<file path="src/rtl/core/roc_pkg.sv">
// ----------------------------------------------------------------------------
// roc_pkg
// Shared types, constants and the divider step for the RGBA over compositor.
// ----------------------------------------------------------------------------
package roc_pkg;

    // Field widths
    localparam int unsigned CHAN_W  = 8;
    localparam int unsigned LANES   = 3;
    localparam int unsigned NUM_W   = 24;
    localparam int unsigned AC_W    = 16;
    localparam int unsigned PROD_W  = 16;
    localparam int unsigned QUOT_W  = 8;

    // Default queue depth between front and back
    localparam int unsigned QUEUE_DEPTH = 4;

    // Arithmetic constants
    localparam logic [CHAN_W-1:0] CH_MAX     = 8'd255;
    localparam logic [AC_W-1:0]   FULL_COVER = 16'd65025;
    localparam logic [CHAN_W-1:0] ROUND      = 8'd127;

    // Request classes
    localparam logic [1:0] KIND_LOWER = 2'd0;
    localparam logic [1:0] KIND_UPPER = 2'd1;
    localparam logic [1:0] KIND_MIX   = 2'd2;

    // Colour lanes: index 0 red, 1 green, 2 blue
    typedef struct packed {
        logic [CHAN_W-1:0]            alpha;
        logic [LANES-1:0][CHAN_W-1:0] colour;
    } pixel_t;

    // One queued request: numerators, coverage and the pass-through pixel
    typedef struct packed {
        logic                        mix;
        logic [AC_W-1:0]             ac;
        logic [LANES-1:0][NUM_W-1:0] num;
        pixel_t                      pixel;
    } job_t;

    // One divider stage: running remainders and quotient bits
    typedef struct packed {
        logic                         mix;
        logic [AC_W-1:0]              ac;
        logic [LANES-1:0][NUM_W-1:0]  rem;
        logic [LANES-1:0][QUOT_W-1:0] quot;
        pixel_t                       pixel;
    } div_stage_t;

    // Restoring division, one quotient bit for all three lanes
    function automatic div_stage_t div_step(input div_stage_t s, input logic [2:0] sh);
        div_stage_t r;
        logic [NUM_W-1:0] d;
        r = s;
        d = {{(NUM_W-AC_W){1'b0}}, s.ac} << sh;
        for (int k = 0; k < LANES; k++)
        begin
            if (s.rem[k] >= d)
            begin
                r.rem[k]      = s.rem[k] - d;
                r.quot[k][sh] = 1'b1;
            end
        end
        return r;
    endfunction

endpackage

</file>
<file path="src/rtl/core/roc_pair_if.sv">
// ----------------------------------------------------------------------------
// roc_pair_if
// Request channel carrying one upper and one lower straight-alpha pixel.
// ----------------------------------------------------------------------------
interface roc_pair_if;
    logic                        valid;
    logic                        ready;
    logic [roc_pkg::CHAN_W-1:0]  upper_red;
    logic [roc_pkg::CHAN_W-1:0]  upper_green;
    logic [roc_pkg::CHAN_W-1:0]  upper_blue;
    logic [roc_pkg::CHAN_W-1:0]  upper_alpha;
    logic [roc_pkg::CHAN_W-1:0]  lower_red;
    logic [roc_pkg::CHAN_W-1:0]  lower_green;
    logic [roc_pkg::CHAN_W-1:0]  lower_blue;
    logic [roc_pkg::CHAN_W-1:0]  lower_alpha;

    modport source
    (
        output valid, upper_red, upper_green, upper_blue, upper_alpha,
        output lower_red, lower_green, lower_blue, lower_alpha,
        input  ready
    );

    modport sink
    (
        input  valid, upper_red, upper_green, upper_blue, upper_alpha,
        input  lower_red, lower_green, lower_blue, lower_alpha,
        output ready
    );
endinterface

</file>
<file path="src/rtl/core/roc_pixel_if.sv">
// ----------------------------------------------------------------------------
// roc_pixel_if
// Result channel carrying one composited pixel.
// ----------------------------------------------------------------------------
interface roc_pixel_if;
    logic                        valid;
    logic                        ready;
    logic [roc_pkg::CHAN_W-1:0]  out_red;
    logic [roc_pkg::CHAN_W-1:0]  out_green;
    logic [roc_pkg::CHAN_W-1:0]  out_blue;
    logic [roc_pkg::CHAN_W-1:0]  out_alpha;

    modport source
    (
        output valid, out_red, out_green, out_blue, out_alpha,
        input  ready
    );

    modport sink
    (
        input  valid, out_red, out_green, out_blue, out_alpha,
        output ready
    );
endinterface

</file>
<file path="src/rtl/core/roc_front.sv">
// ----------------------------------------------------------------------------
// roc_front
// Accepts pixel pairs, classifies them and forms coverage and numerators.
// ----------------------------------------------------------------------------
module roc_front #(
    parameter int unsigned QUEUE_DEPTH = roc_pkg::QUEUE_DEPTH,
    parameter int unsigned CNT_W       = $clog2(QUEUE_DEPTH + 1)
) (
    input  logic               clk,
    input  logic               rst_n,
    roc_pair_if.sink           pairs,
    input  logic [CNT_W-1:0]   queue_count,
    output logic               push,
    output roc_pkg::job_t      push_job
);

    localparam int unsigned SUM_W = CNT_W + 2;

    // Stage 1 registers
    logic                                              s1_valid_reg;
    logic                                              s1_valid_next;
    logic [1:0]                                        s1_kind_reg;
    logic [1:0]                                        s1_kind_next;
    roc_pkg::pixel_t                                   s1_upper_reg;
    roc_pkg::pixel_t                                   s1_upper_next;
    roc_pkg::pixel_t                                   s1_lower_reg;
    roc_pkg::pixel_t                                   s1_lower_next;
    logic [roc_pkg::PROD_W-1:0]                        s1_na_ab_reg;
    logic [roc_pkg::PROD_W-1:0]                        s1_na_ab_next;
    logic [roc_pkg::PROD_W-1:0]                        s1_na_nb_reg;
    logic [roc_pkg::PROD_W-1:0]                        s1_na_nb_next;
    logic [roc_pkg::LANES-1:0][roc_pkg::PROD_W-1:0]    s1_a_up_reg;
    logic [roc_pkg::LANES-1:0][roc_pkg::PROD_W-1:0]    s1_a_up_next;

    // Stage 2 registers
    logic                                              s2_valid_reg;
    roc_pkg::job_t                                     s2_job_reg;
    roc_pkg::job_t                                     s2_job_next;

    logic [roc_pkg::CHAN_W-1:0]                        na;
    logic [roc_pkg::CHAN_W-1:0]                        nb;
    logic [SUM_W-1:0]                                  occupancy;
    logic [roc_pkg::AC_W-1:0]                          ac;
    logic [roc_pkg::AC_W:0]                            ac_rnd;
    logic [roc_pkg::AC_W:0]                            alpha_q;

    // Credit: queue entries plus requests still in the two stages
    assign occupancy = SUM_W'(queue_count) + SUM_W'(s1_valid_reg) + SUM_W'(s2_valid_reg);
    assign pairs.ready = (occupancy < SUM_W'(QUEUE_DEPTH));
    assign s1_valid_next = pairs.valid && pairs.ready;

    // Stage 1: classify and form the first products
    always_comb
    begin
        na = roc_pkg::CH_MAX - pairs.upper_alpha;
        nb = roc_pkg::CH_MAX - pairs.lower_alpha;

        s1_upper_next.alpha     = pairs.upper_alpha;
        s1_upper_next.colour[0] = pairs.upper_red;
        s1_upper_next.colour[1] = pairs.upper_green;
        s1_upper_next.colour[2] = pairs.upper_blue;
        s1_lower_next.alpha     = pairs.lower_alpha;
        s1_lower_next.colour[0] = pairs.lower_red;
        s1_lower_next.colour[1] = pairs.lower_green;
        s1_lower_next.colour[2] = pairs.lower_blue;

        if (pairs.upper_alpha == '0)
            s1_kind_next = roc_pkg::KIND_LOWER;
        else if (pairs.lower_alpha == '0)
            s1_kind_next = roc_pkg::KIND_UPPER;
        else
            s1_kind_next = roc_pkg::KIND_MIX;

        s1_na_ab_next = roc_pkg::PROD_W'(na) * roc_pkg::PROD_W'(pairs.lower_alpha);
        s1_na_nb_next = roc_pkg::PROD_W'(na) * roc_pkg::PROD_W'(nb);
        for (int k = 0; k < roc_pkg::LANES; k++)
        begin
            s1_a_up_next[k] = roc_pkg::PROD_W'(pairs.upper_alpha)
                            * roc_pkg::PROD_W'(s1_upper_next.colour[k]);
        end
    end

    // Stage 2: coverage, output alpha and colour numerators
    always_comb
    begin
        ac      = roc_pkg::FULL_COVER - s1_na_nb_reg;
        ac_rnd  = (roc_pkg::AC_W+1)'(ac) + (roc_pkg::AC_W+1)'(roc_pkg::ROUND);
        // divide by 255 through the 257/65536 reciprocal, exact below 65535
        alpha_q = (ac_rnd + (ac_rnd >> 8) + (roc_pkg::AC_W+1)'(1)) >> 8;

        s2_job_next.mix = 1'b0;
        s2_job_next.ac  = ac;
        for (int k = 0; k < roc_pkg::LANES; k++)
        begin
            s2_job_next.num[k] = roc_pkg::NUM_W'(s1_na_ab_reg)
                                   * roc_pkg::NUM_W'(s1_lower_reg.colour[k])
                               + ({s1_a_up_reg[k], 8'd0} - roc_pkg::NUM_W'(s1_a_up_reg[k]))
                               + roc_pkg::NUM_W'(roc_pkg::ROUND);
        end

        case (s1_kind_reg)
            roc_pkg::KIND_UPPER:
            begin
                s2_job_next.pixel = s1_upper_reg;
            end
            roc_pkg::KIND_MIX:
            begin
                s2_job_next.mix         = 1'b1;
                s2_job_next.pixel       = s1_upper_reg;
                s2_job_next.pixel.alpha = alpha_q[roc_pkg::CHAN_W-1:0];
            end
            default:
            begin
                s2_job_next.pixel = s1_lower_reg;
            end
        endcase
    end

    // Control state
    always_ff @(posedge clk or negedge rst_n)
    begin
        if (!rst_n)
        begin
            s1_valid_reg <= 1'b0;
            s2_valid_reg <= 1'b0;
        end
        else
        begin
            s1_valid_reg <= s1_valid_next;
            s2_valid_reg <= s1_valid_reg;
        end
    end

    // Payload
    always_ff @(posedge clk)
    begin
        s1_kind_reg  <= s1_kind_next;
        s1_upper_reg <= s1_upper_next;
        s1_lower_reg <= s1_lower_next;
        s1_na_ab_reg <= s1_na_ab_next;
        s1_na_nb_reg <= s1_na_nb_next;
        s1_a_up_reg  <= s1_a_up_next;
        s2_job_reg   <= s2_job_next;
    end

    assign push     = s2_valid_reg;
    assign push_job = s2_job_reg;

endmodule

</file>
<file path="src/rtl/core/roc_queue.sv">
// ----------------------------------------------------------------------------
// roc_queue
// Short first-in first-out queue between the front and the back.
// ----------------------------------------------------------------------------
module roc_queue #(
    parameter int unsigned QUEUE_DEPTH = roc_pkg::QUEUE_DEPTH,
    parameter int unsigned CNT_W       = $clog2(QUEUE_DEPTH + 1)
) (
    input  logic               clk,
    input  logic               rst_n,
    input  logic               push,
    input  roc_pkg::job_t      push_job,
    input  logic               pop,
    output roc_pkg::job_t      head,
    output logic               head_valid,
    output logic [CNT_W-1:0]   count
);

    localparam int unsigned PTR_W = (QUEUE_DEPTH > 1) ? $clog2(QUEUE_DEPTH) : 1;
    localparam logic [PTR_W-1:0] LAST = PTR_W'(QUEUE_DEPTH - 1);

    roc_pkg::job_t        entry_reg [QUEUE_DEPTH];
    logic [PTR_W-1:0]     wr_ptr_reg;
    logic [PTR_W-1:0]     wr_ptr_next;
    logic [PTR_W-1:0]     rd_ptr_reg;
    logic [PTR_W-1:0]     rd_ptr_next;
    logic [CNT_W-1:0]     count_reg;
    logic [CNT_W-1:0]     count_next;

    // Pointer wrap and fill level; the front never pushes into a full queue
    always_comb
    begin
        wr_ptr_next = wr_ptr_reg;
        rd_ptr_next = rd_ptr_reg;
        count_next  = count_reg;
        if (push)
            wr_ptr_next = (wr_ptr_reg == LAST) ? '0 : wr_ptr_reg + PTR_W'(1);
        if (pop)
            rd_ptr_next = (rd_ptr_reg == LAST) ? '0 : rd_ptr_reg + PTR_W'(1);
        if (push && !pop)
            count_next = count_reg + CNT_W'(1);
        else if (pop && !push)
            count_next = count_reg - CNT_W'(1);
    end

    always_ff @(posedge clk or negedge rst_n)
    begin
        if (!rst_n)
        begin
            wr_ptr_reg <= '0;
            rd_ptr_reg <= '0;
            count_reg  <= '0;
        end
        else
        begin
            wr_ptr_reg <= wr_ptr_next;
            rd_ptr_reg <= rd_ptr_next;
            count_reg  <= count_next;
        end
    end

    // Entry storage
    always_ff @(posedge clk)
    begin
        if (push)
            entry_reg[wr_ptr_reg] <= push_job;
    end

    assign head       = entry_reg[rd_ptr_reg];
    assign head_valid = (count_reg != '0);
    assign count      = count_reg;

endmodule

</file>
<file path="src/rtl/core/roc_back.sv">
// ----------------------------------------------------------------------------
// roc_back
// Pipelined three-lane divider and output register.
// ----------------------------------------------------------------------------
module roc_back (
    input  logic            clk,
    input  logic            rst_n,
    input  roc_pkg::job_t   head,
    input  logic            head_valid,
    output logic            pop,
    roc_pixel_if.source     pixels
);

    localparam int unsigned STAGES = roc_pkg::QUOT_W;

    roc_pkg::div_stage_t    stage_reg [STAGES];
    roc_pkg::div_stage_t    stage_next [STAGES];
    logic [STAGES-1:0]      stage_valid_reg;
    logic [STAGES-1:0]      stage_valid_next;
    roc_pkg::pixel_t        out_reg;
    roc_pkg::pixel_t        out_next;
    logic                   out_valid_reg;
    roc_pkg::div_stage_t    last_step;
    logic                   advance;

    // The whole pipe moves when the output register is free or being taken
    assign advance = !out_valid_reg || pixels.ready;
    assign pop     = advance && head_valid;

    // Load from the queue head, then one quotient bit per stage, most significant first
    always_comb
    begin
        stage_next[0].mix   = head.mix;
        stage_next[0].ac    = head.ac;
        stage_next[0].rem   = head.num;
        stage_next[0].quot  = '0;
        stage_next[0].pixel = head.pixel;
        stage_valid_next[0] = head_valid;
        for (int j = 1; j < STAGES; j++)
        begin
            stage_next[j]       = roc_pkg::div_step(stage_reg[j-1], 3'(STAGES - j));
            stage_valid_next[j] = stage_valid_reg[j-1];
        end
    end

    // Final bit and pixel assembly
    always_comb
    begin
        last_step = roc_pkg::div_step(stage_reg[STAGES-1], 3'd0);
        out_next  = last_step.pixel;
        if (last_step.mix)
            out_next.colour = last_step.quot;
    end

    always_ff @(posedge clk or negedge rst_n)
    begin
        if (!rst_n)
        begin
            stage_valid_reg <= '0;
            out_valid_reg   <= 1'b0;
        end
        else if (advance)
        begin
            stage_valid_reg <= stage_valid_next;
            out_valid_reg   <= stage_valid_reg[STAGES-1];
        end
    end

    always_ff @(posedge clk)
    begin
        if (advance)
        begin
            for (int j = 0; j < STAGES; j++)
                stage_reg[j] <= stage_next[j];
            out_reg <= out_next;
        end
    end

    assign pixels.valid     = out_valid_reg;
    assign pixels.out_red   = out_reg.colour[0];
    assign pixels.out_green = out_reg.colour[1];
    assign pixels.out_blue  = out_reg.colour[2];
    assign pixels.out_alpha = out_reg.alpha;

endmodule

</file>
<file path="src/rtl/core/rgba_over_compositor.sv">
// ----------------------------------------------------------------------------
// rgba_over_compositor
// Straight-alpha RGBA8888 "over" compositing, one pixel pair per clock while not stalled.
// ----------------------------------------------------------------------------
// Usage:
//   pairs  (sink)   : one request is an upper and a lower 8-bit RGBA pixel.
//   pixels (source) : one composited pixel per request, in request order.
//   Transparent upper pixel gives the lower pixel; transparent lower pixel
//   gives the upper pixel; otherwise coverage and colours are mixed with
//   rounding.
//   Throughput: one request per cycle while pixels.ready stays high.
//   With the queue empty, a request passes two front stages, one queue slot,
//   eight divider stages (one quotient bit each) and the output register,
//   the first loaded on the accepting edge.
//   When the receiver stalls the divider pipe holds; the front keeps taking
//   requests until the queue (QUEUE_DEPTH entries, counting those still in
//   the front stages) is full, then pairs.ready drops. QUEUE_DEPTH of 4 or
//   more keeps the full rate.
//   Reset empties the queue and the pipe; no request is lost or repeated.
// ----------------------------------------------------------------------------
module rgba_over_compositor #(
    parameter int unsigned QUEUE_DEPTH = roc_pkg::QUEUE_DEPTH
) (
    input  logic        clk,
    input  logic        rst_n,
    roc_pair_if.sink    pairs,
    roc_pixel_if.source pixels
);

    localparam int unsigned CNT_W = $clog2(QUEUE_DEPTH + 1);

    logic               push;
    roc_pkg::job_t      push_job;
    logic               pop;
    roc_pkg::job_t      head;
    logic               head_valid;
    logic [CNT_W-1:0]   queue_count;

    roc_front #(
        .QUEUE_DEPTH (QUEUE_DEPTH),
        .CNT_W       (CNT_W)
    ) u_front (
        .clk         (clk),
        .rst_n       (rst_n),
        .pairs       (pairs),
        .queue_count (queue_count),
        .push        (push),
        .push_job    (push_job)
    );

    roc_queue #(
        .QUEUE_DEPTH (QUEUE_DEPTH),
        .CNT_W       (CNT_W)
    ) u_queue (
        .clk         (clk),
        .rst_n       (rst_n),
        .push        (push),
        .push_job    (push_job),
        .pop         (pop),
        .head        (head),
        .head_valid  (head_valid),
        .count       (queue_count)
    );

    roc_back u_back (
        .clk         (clk),
        .rst_n       (rst_n),
        .head        (head),
        .head_valid  (head_valid),
        .pop         (pop),
        .pixels      (pixels)
    );

endmodule

</file>
<file path="src/flat_wrapper.sv">
// flat-port wrapper written by rule: the top's interface ports become plain ports
module rgba_over_compositor_flat 
#(
    parameter int unsigned QUEUE_DEPTH = roc_pkg::QUEUE_DEPTH
)
  (clk, rst_n, pairs_valid, pairs_upper_red, pairs_upper_green, pairs_upper_blue, pairs_upper_alpha, pairs_lower_red, pairs_lower_green, pairs_lower_blue, pairs_lower_alpha, pairs_ready, pixels_valid, pixels_out_red, pixels_out_green, pixels_out_blue, pixels_out_alpha, pixels_ready);
  roc_pair_if pairs_i ();
  roc_pixel_if pixels_i ();
  input  logic clk;
  input  logic rst_n;
  input wire logic [$bits(pairs_i.valid)-1:0] pairs_valid;
  input wire logic [$bits(pairs_i.upper_red)-1:0] pairs_upper_red;
  input wire logic [$bits(pairs_i.upper_green)-1:0] pairs_upper_green;
  input wire logic [$bits(pairs_i.upper_blue)-1:0] pairs_upper_blue;
  input wire logic [$bits(pairs_i.upper_alpha)-1:0] pairs_upper_alpha;
  input wire logic [$bits(pairs_i.lower_red)-1:0] pairs_lower_red;
  input wire logic [$bits(pairs_i.lower_green)-1:0] pairs_lower_green;
  input wire logic [$bits(pairs_i.lower_blue)-1:0] pairs_lower_blue;
  input wire logic [$bits(pairs_i.lower_alpha)-1:0] pairs_lower_alpha;
  output wire logic [$bits(pairs_i.ready)-1:0] pairs_ready;
  output wire logic [$bits(pixels_i.valid)-1:0] pixels_valid;
  output wire logic [$bits(pixels_i.out_red)-1:0] pixels_out_red;
  output wire logic [$bits(pixels_i.out_green)-1:0] pixels_out_green;
  output wire logic [$bits(pixels_i.out_blue)-1:0] pixels_out_blue;
  output wire logic [$bits(pixels_i.out_alpha)-1:0] pixels_out_alpha;
  input wire logic [$bits(pixels_i.ready)-1:0] pixels_ready;
  assign pairs_i.valid = pairs_valid;
  assign pairs_i.upper_red = pairs_upper_red;
  assign pairs_i.upper_green = pairs_upper_green;
  assign pairs_i.upper_blue = pairs_upper_blue;
  assign pairs_i.upper_alpha = pairs_upper_alpha;
  assign pairs_i.lower_red = pairs_lower_red;
  assign pairs_i.lower_green = pairs_lower_green;
  assign pairs_i.lower_blue = pairs_lower_blue;
  assign pairs_i.lower_alpha = pairs_lower_alpha;
  assign pairs_ready = pairs_i.ready;
  assign pixels_valid = pixels_i.valid;
  assign pixels_out_red = pixels_i.out_red;
  assign pixels_out_green = pixels_i.out_green;
  assign pixels_out_blue = pixels_i.out_blue;
  assign pixels_out_alpha = pixels_i.out_alpha;
  assign pixels_i.ready = pixels_ready;
  rgba_over_compositor #(.QUEUE_DEPTH(QUEUE_DEPTH)) u_core (.clk(clk), .rst_n(rst_n), .pairs(pairs_i), .pixels(pixels_i));
endmodule
</file>
<file path="config.mk">
export PLATFORM = sky130hd
export DESIGN_NAME = rgba_over_compositor_flat
export DESIGN_NICKNAME = d
export VERILOG_FILES = /design/src/rtl/core/roc_pkg.sv /design/src/rtl/core/roc_pair_if.sv /design/src/rtl/core/roc_pixel_if.sv /design/src/rtl/core/roc_front.sv /design/src/rtl/core/roc_queue.sv /design/src/rtl/core/roc_back.sv /design/src/rtl/core/rgba_over_compositor.sv /design/src/flat_wrapper.sv
export SDC_FILE = /design/constraint.sdc
export NUM_CORES = 2
export LEC_CHECK = 0
export BUFFER_PORTS_ARGS = -buffer_cell sky130_fd_sc_hd__buf_2
export CAP_MARGIN = 20
export CORE_MARGIN = 4
export CORE_UTILIZATION = 40
export DETAILED_ROUTE_END_ITERATION = 10
export PLACE_DENSITY = 0.6
export SYNTH_ARGS = -nofsm -noshare
export SYNTH_HDL_FRONTEND = slang
export SYNTH_SLANG_ARGS = --single-unit
</file>
<file path="constraint.sdc">
create_clock -name clk -period 48 [get_ports clk]
set_input_delay 2.4 -clock clk [delete_from_list [all_inputs] [get_ports clk]]
set_output_delay 2.4 -clock clk [all_outputs]
set_load 0.01 [all_outputs]
</file>
# Yosys cells after proc, flatten, opt, wreduce, memory -nomap -nowiden
# Memory sizes are Yosys's and may differ from the RTL's.
# Cells that the tools add are included.
totals:
  ff_bits: 317
  mem_bits_rw: 1644
  input_bits: 68
  wordCells: 184
  mem_count: 2
op_classes:
  add_sub_neg: 42
  n_mul: 8
  order_cmp: 25
  eq_ne: 4
  muxes: 57
  n_reduce_logical: 12
mem_list:
  columns: ["memory", "depth", "word_bits", "rd", "rd_clocked_by_memory_dff", "wr", "line_no", "rtl"]
  rows:
  - ["u_core.u_back.stage_reg", 8, 145, 8, 0, 8, "roc_back.sv:16", "roc_pkg::div_stage_t stage_reg [STAGES];"]
  - ["u_core.u_queue.entry_reg", 4, 121, 1, 0, 1, "roc_queue.sv:22", "roc_pkg::job_t entry_reg [QUEUE_DEPTH];"]
ops:
  columns: ["operator", "n"]
  rows:
  - ["$mux 24", 22]
  - ["$mul 8x8->16", 5]
  - ["$add 24x24->24", 3]
  - ["$add 24x7->24 const B", 3]
  - ["$ge 24x16->1", 3]
  - ["$ge 24x17->1", 3]
  - ["$ge 24x18->1", 3]
  - ["$ge 24x19->1", 3]
  - ["$ge 24x20->1", 3]
  - ["$ge 24x21->1", 3]
  - ["$ge 24x22->1", 3]
  - ["$ge 24x23->1", 3]
  - ["$mul 16x8->24", 3]
  - ["$sub 24x16->24", 3]
  - ["$sub 24x17->24", 3]
  - ["$sub 24x18->24", 3]
  - ["$sub 24x19->24", 3]
  - ["$sub 24x20->24", 3]
  - ["$sub 24x21->24", 3]
  - ["$sub 24x22->24", 3]
  - ["$sub 24x23->24", 3]
  - ["$pmux 32 s2", 1]
  - ["$mux 1", 29]
  - ["$add 16x7->17 const B", 1]
  - ["other kinds (20)", 33]

# Logic depth before layout (Yosys ltp)
depth:
  depth_word: 6
  ltp_mapped: 23
  ltp_nobuf: 21

# Modules after synthesis
# From an unflattened synthesis, not the netlist that was laid out.
hier_totals:
  cells_unflattened: 8544
  area_unflattened_um2: 105824.0
modules_own_cells:
  columns: ["module", "n_inst", "cells_each", "area_each_um2", "seq_area_each_um2"]
  rows:
  - ["roc_back", 1, 4520, 56356.6, 32776.4]
  - ["roc_front", 1, 3355, 31609.1, 5395.2]
  - ["roc_queue", 1, 669, 17858.4, 14709.1]

# Least setup slack after synthesis
# OpenSTA, ideal clock, no wires.
synth_timing:
  path_type: "input port to flip-flop"
  startpoint: "input port pixels_ready"
  endpoint: "register u_core.u_back.stage_valid_reg[1]"
  arrival_ns: 35.738
  path_slack_ns: 12.070
  cell_stages: 3
  path_buffers: 1
  path_cell_list: "nand2b_1 -> clkbuf_1 -> mux2_2"
synth_via:
  elab_chain_cells: 1
synth_rtl:
  columns: ["element", "line_no", "rtl"]
  rows:
  - ["start: declaration", "flat_wrapper.sv:26", "input wire logic [$bits(pixels_i.ready)-1:0] pixels_ready;"]
  - ["$logic_or 1x1->1", "roc_back.sv:27", "assign advance = !out_valid_reg || pixels.ready;"]
  - ["net u_core.u_back.advance", "roc_back.sv:24", "logic advance;"]
  - ["end signal: assignment", "roc_back.sv:64", "stage_valid_reg <= stage_valid_next;"]
  - ["end: declaration", "roc_back.sv:18", "logic [STAGES-1:0] stage_valid_reg;"]
# The timed path passes the listed nets, and every way through them passes these cells.
# A chain may end at the register's enable or synchronous reset.

==> impl_metrics.py <==
metrics = {
    "synthesis": {
        "synth-edff-count": 1568,
        "synth_area_um2": 105000,
        "yosysSeqAreaShare_pct": 50.4,
        "synth-async-reset-ratio_pct": 0.971,
        "synth_top_area_share_pct": 44.9,
        "synth.area.top_cells": "edfxtp_1 45%, fa_1 10%, ha_1 9.1%",
        "ys_ff_latch": 1853,
        "avgSynthCellArea_um2": 12.3,
        "syn_inst": 8531,
        "synth_top_cell_by_area": "edfxtp_1",
        "synth_flop_cell": "edfxtp_1",
        "synth_nets": 9899,
        "ys_types": 83,
        "ys_warn_count": 0,
    },
    "worst_setup_path": {
        "endpoint_kind": "register",
        "reg2reg_from": "u_core.u_front.s1_lower_reg[8]",
        "criticalPathCategory": "primary input to register",
        "slowest_stage": "buf_4",
        "cp.required_ns": 48.44,
        "worstPathCellList": "buf_2 -> nand2b_4 -> buf_12 -> buf_4 -> buf_12 -> buf_4 -> buf_4",
        "cp_common_cell": "buf_4",
        "cp_max_fo": 177,
        "max_stage_delay_ns": 0.83,
        "crit_start": "pixels_ready",
        "cp-start-kind": "primary input",
        "critPathArrivalTime_ns": 6.93,
    },
    "clock_tree": {
        "clock_latency_ns": 0.83,
        "clock_path_buffers": 3,
        "cts_buffers": 191,
        "cts_tree": "built",
        "hold_buffers": 0,
        "clock_sinks": 1853,
        "postCtsSetupRepairBufs": 0,
        "htreeDepth": 4,
        "clkTransAtPathRegs_ns": 0.06,
        "root_buffer": "clkbuf_16",
        "post_cts_resized": 0,
    },
    "timing": {
        "grt_setup_unrepaired": "false",
        "drv_slew": 0,
        "setup_viol": 0,
        "worst_pin_slew_ns": 1.07,
        "setup-tns-final_ns": 0,
        "final_period_minus_worst_setup_slack_ns": 6.49,
        "finalHoldViolCount": 0,
        "fin_crit_sh_pct": 13.5,
        "relSlewSlack_pct": 28.8,
        "max_freq_mhz": 154,
        "fin_worst_skew_ns": 0.0369,
    },
    "global_routing": {
        "grt_util_all_layers_pct": 18.0,
        "first_global_vias": 65500,
        "antenna_found_initial": 13,
        "grt_start_max_net_pins": 178,
        "grt-ovfl-total": 0,
        "grt_pass1_wl_um": 380000,
    },
    "min_path": {
        "hp-class": "register to register",
        "min-delay-start": "u_core.u_front.s1_valid_reg",
    },
    "drt": {
        "wl_per_cell_um": 19.8,
        "via_per_inst": 5.14,
        "drt_iter0_drc": 4275,
        "dr.pass1.iters": 5,
        "route.detailed.drc": 0,
        "vias": 63500,
        "wl_um": 244000,
        "final_antenna_net_count": 0,
    },
    "floorplan": {
        "start_util_pct": 40.3,
        "core_um2": 260000,
        "die_height_um": 520,
        "die_w_um": 520,
        "dieArea_um2": 270000,
        "io_pins": 102,
        "num_rows": 187,
    },
    "placement": {
        "io_buffers": 101,
        "place_congestion": 0.906,
        "place_hpwl_um": 185000,
    },
    "cells_and_area": {
        "num-nets-final": 10000,
        "drive_above_1_share_pct": 8.81,
        "largest_reg_flops": 1052,
        "syn2layout_area_growth_pct": 10.7,
    },
    "status": {
        "status": "finished, final reports clean",
    },
    "job": {
        "maxCapViolCount": 0,
    },
}
[routing by layer]
metal / track usage, % / part of all wire, % / up-vias
li1: - / - / 30300
met1: 23.3 / 43 / 31300
met2: 30.2 / 48 / 1376
met3: 2.22 / 3.9 / 434
met4: 8.09 / 4.9 / 2
met5: 0 / 0.0053 / -
[worst max-delay path, delay by kind of cell]
family	cells	cell delay [ns]
buffers and inverters	6	3.80
and+or+nand+nor	1	0.52
[cell type report]
cell class | count | area (um2)
clock buffer | 233 | 5020
clock inverter | 121 | 1410
inverter | 995 | 3730
multi-input combinational | 5466 | 47500
antenna | 18 | 45.0
tap | 3496 | 4370
fill | 23600 | 144000
timing repair buffer | 172 | 1140
sequential | 1853 | 52900
[path summary, 6_finish.rpt]
| kind | endpoint | slack [ns] | depth (start not counted) |
|---|---|---|---|
| min reg2reg | u_core.u_front.push | 0.40 | 0 |
| max in group asynchronous | u_core.u_queue.rd_ptr_reg[1] | 46.16 | 1 |
| max | u_core.u_back.stage_reg[1][126] | 41.51 | 7 |
| min | u_core.u_front.push | 0.40 | 0 |
| min in group asynchronous | u_core.u_queue.count[0] | 1.51 | 1 |
| max reg2reg | u_core.u_front.push_job[79] | 41.58 | 18 |
[cell usage in the layout, fill, tap and decap left out, drive strengths merged, types with 121 or more instances in the layout]
| master | netlist | final |
|---|---|---|
| a21o | 126 | 126 |
| a21oi | 391 | 391 |
| and2 | 303 | 303 |
| buf | 20 | 172 |
| clkbuf | 197 | 233 |
| dfxtp | 267 | 267 |
| edfxtp | 1568 | 1568 |
| fa | 541 | 541 |
| ha | 759 | 759 |
| inv | 995 | 1007 |
| mux4 | 121 | 121 |
| nand2 | 663 | 663 |
| nor2 | 424 | 424 |
| nor3 | 130 | 130 |
| o21ai | 334 | 334 |
| xnor2 | 271 | 271 |
| xor2 | 193 | 193 |
[Yosys cell counts (121+ instances only)]
cell type  instances
ha_1             759
o21ai_0          332
nor3_1           130
xor2_1           193
and2_1           302
edfxtp_1        1568
fa_1             541
dfxtp_1          267
a21o_1           126
nand2_1          663
xnor2_1          271
inv_1            992
mux4_2           121
nor2_1           424
clkbuf_1         197
a21oi_1          391
[logic make-up (layout without fill, tap and decap cells)]
family,Yosys count,after routing,synth area share [%]
other cells,0,18,0
xor+xnor,464,464,3.88
fa+ha+maj,1300,1300,19.4
flops,1853,1853,50.4
mux,234,234,3.79
simple gates,2146,2146,10.1
buf+inv,1212,1521,4.35
compound gates,1322,1322,8.01
[stage by stage]
stage	hold slack, ns	setup slack (ns)	instances	util [%]	cell area (um2)
finish	0.397	41.51	12400	44.6	116000
floorplan	0.342	12.07	8531	-	105000
global placement	0.365	40.60	12000	42.1	110000
global route	0.406	41.03	12300	44.6	116000
detailed placement	0.380	40.51	12000	42.1	110000
CTS	0.394	41.42	12300	44.6	116000
Power is not shown: default switching activity piles up to over one toggle a cycle in this logic, so the estimate is an artifact.
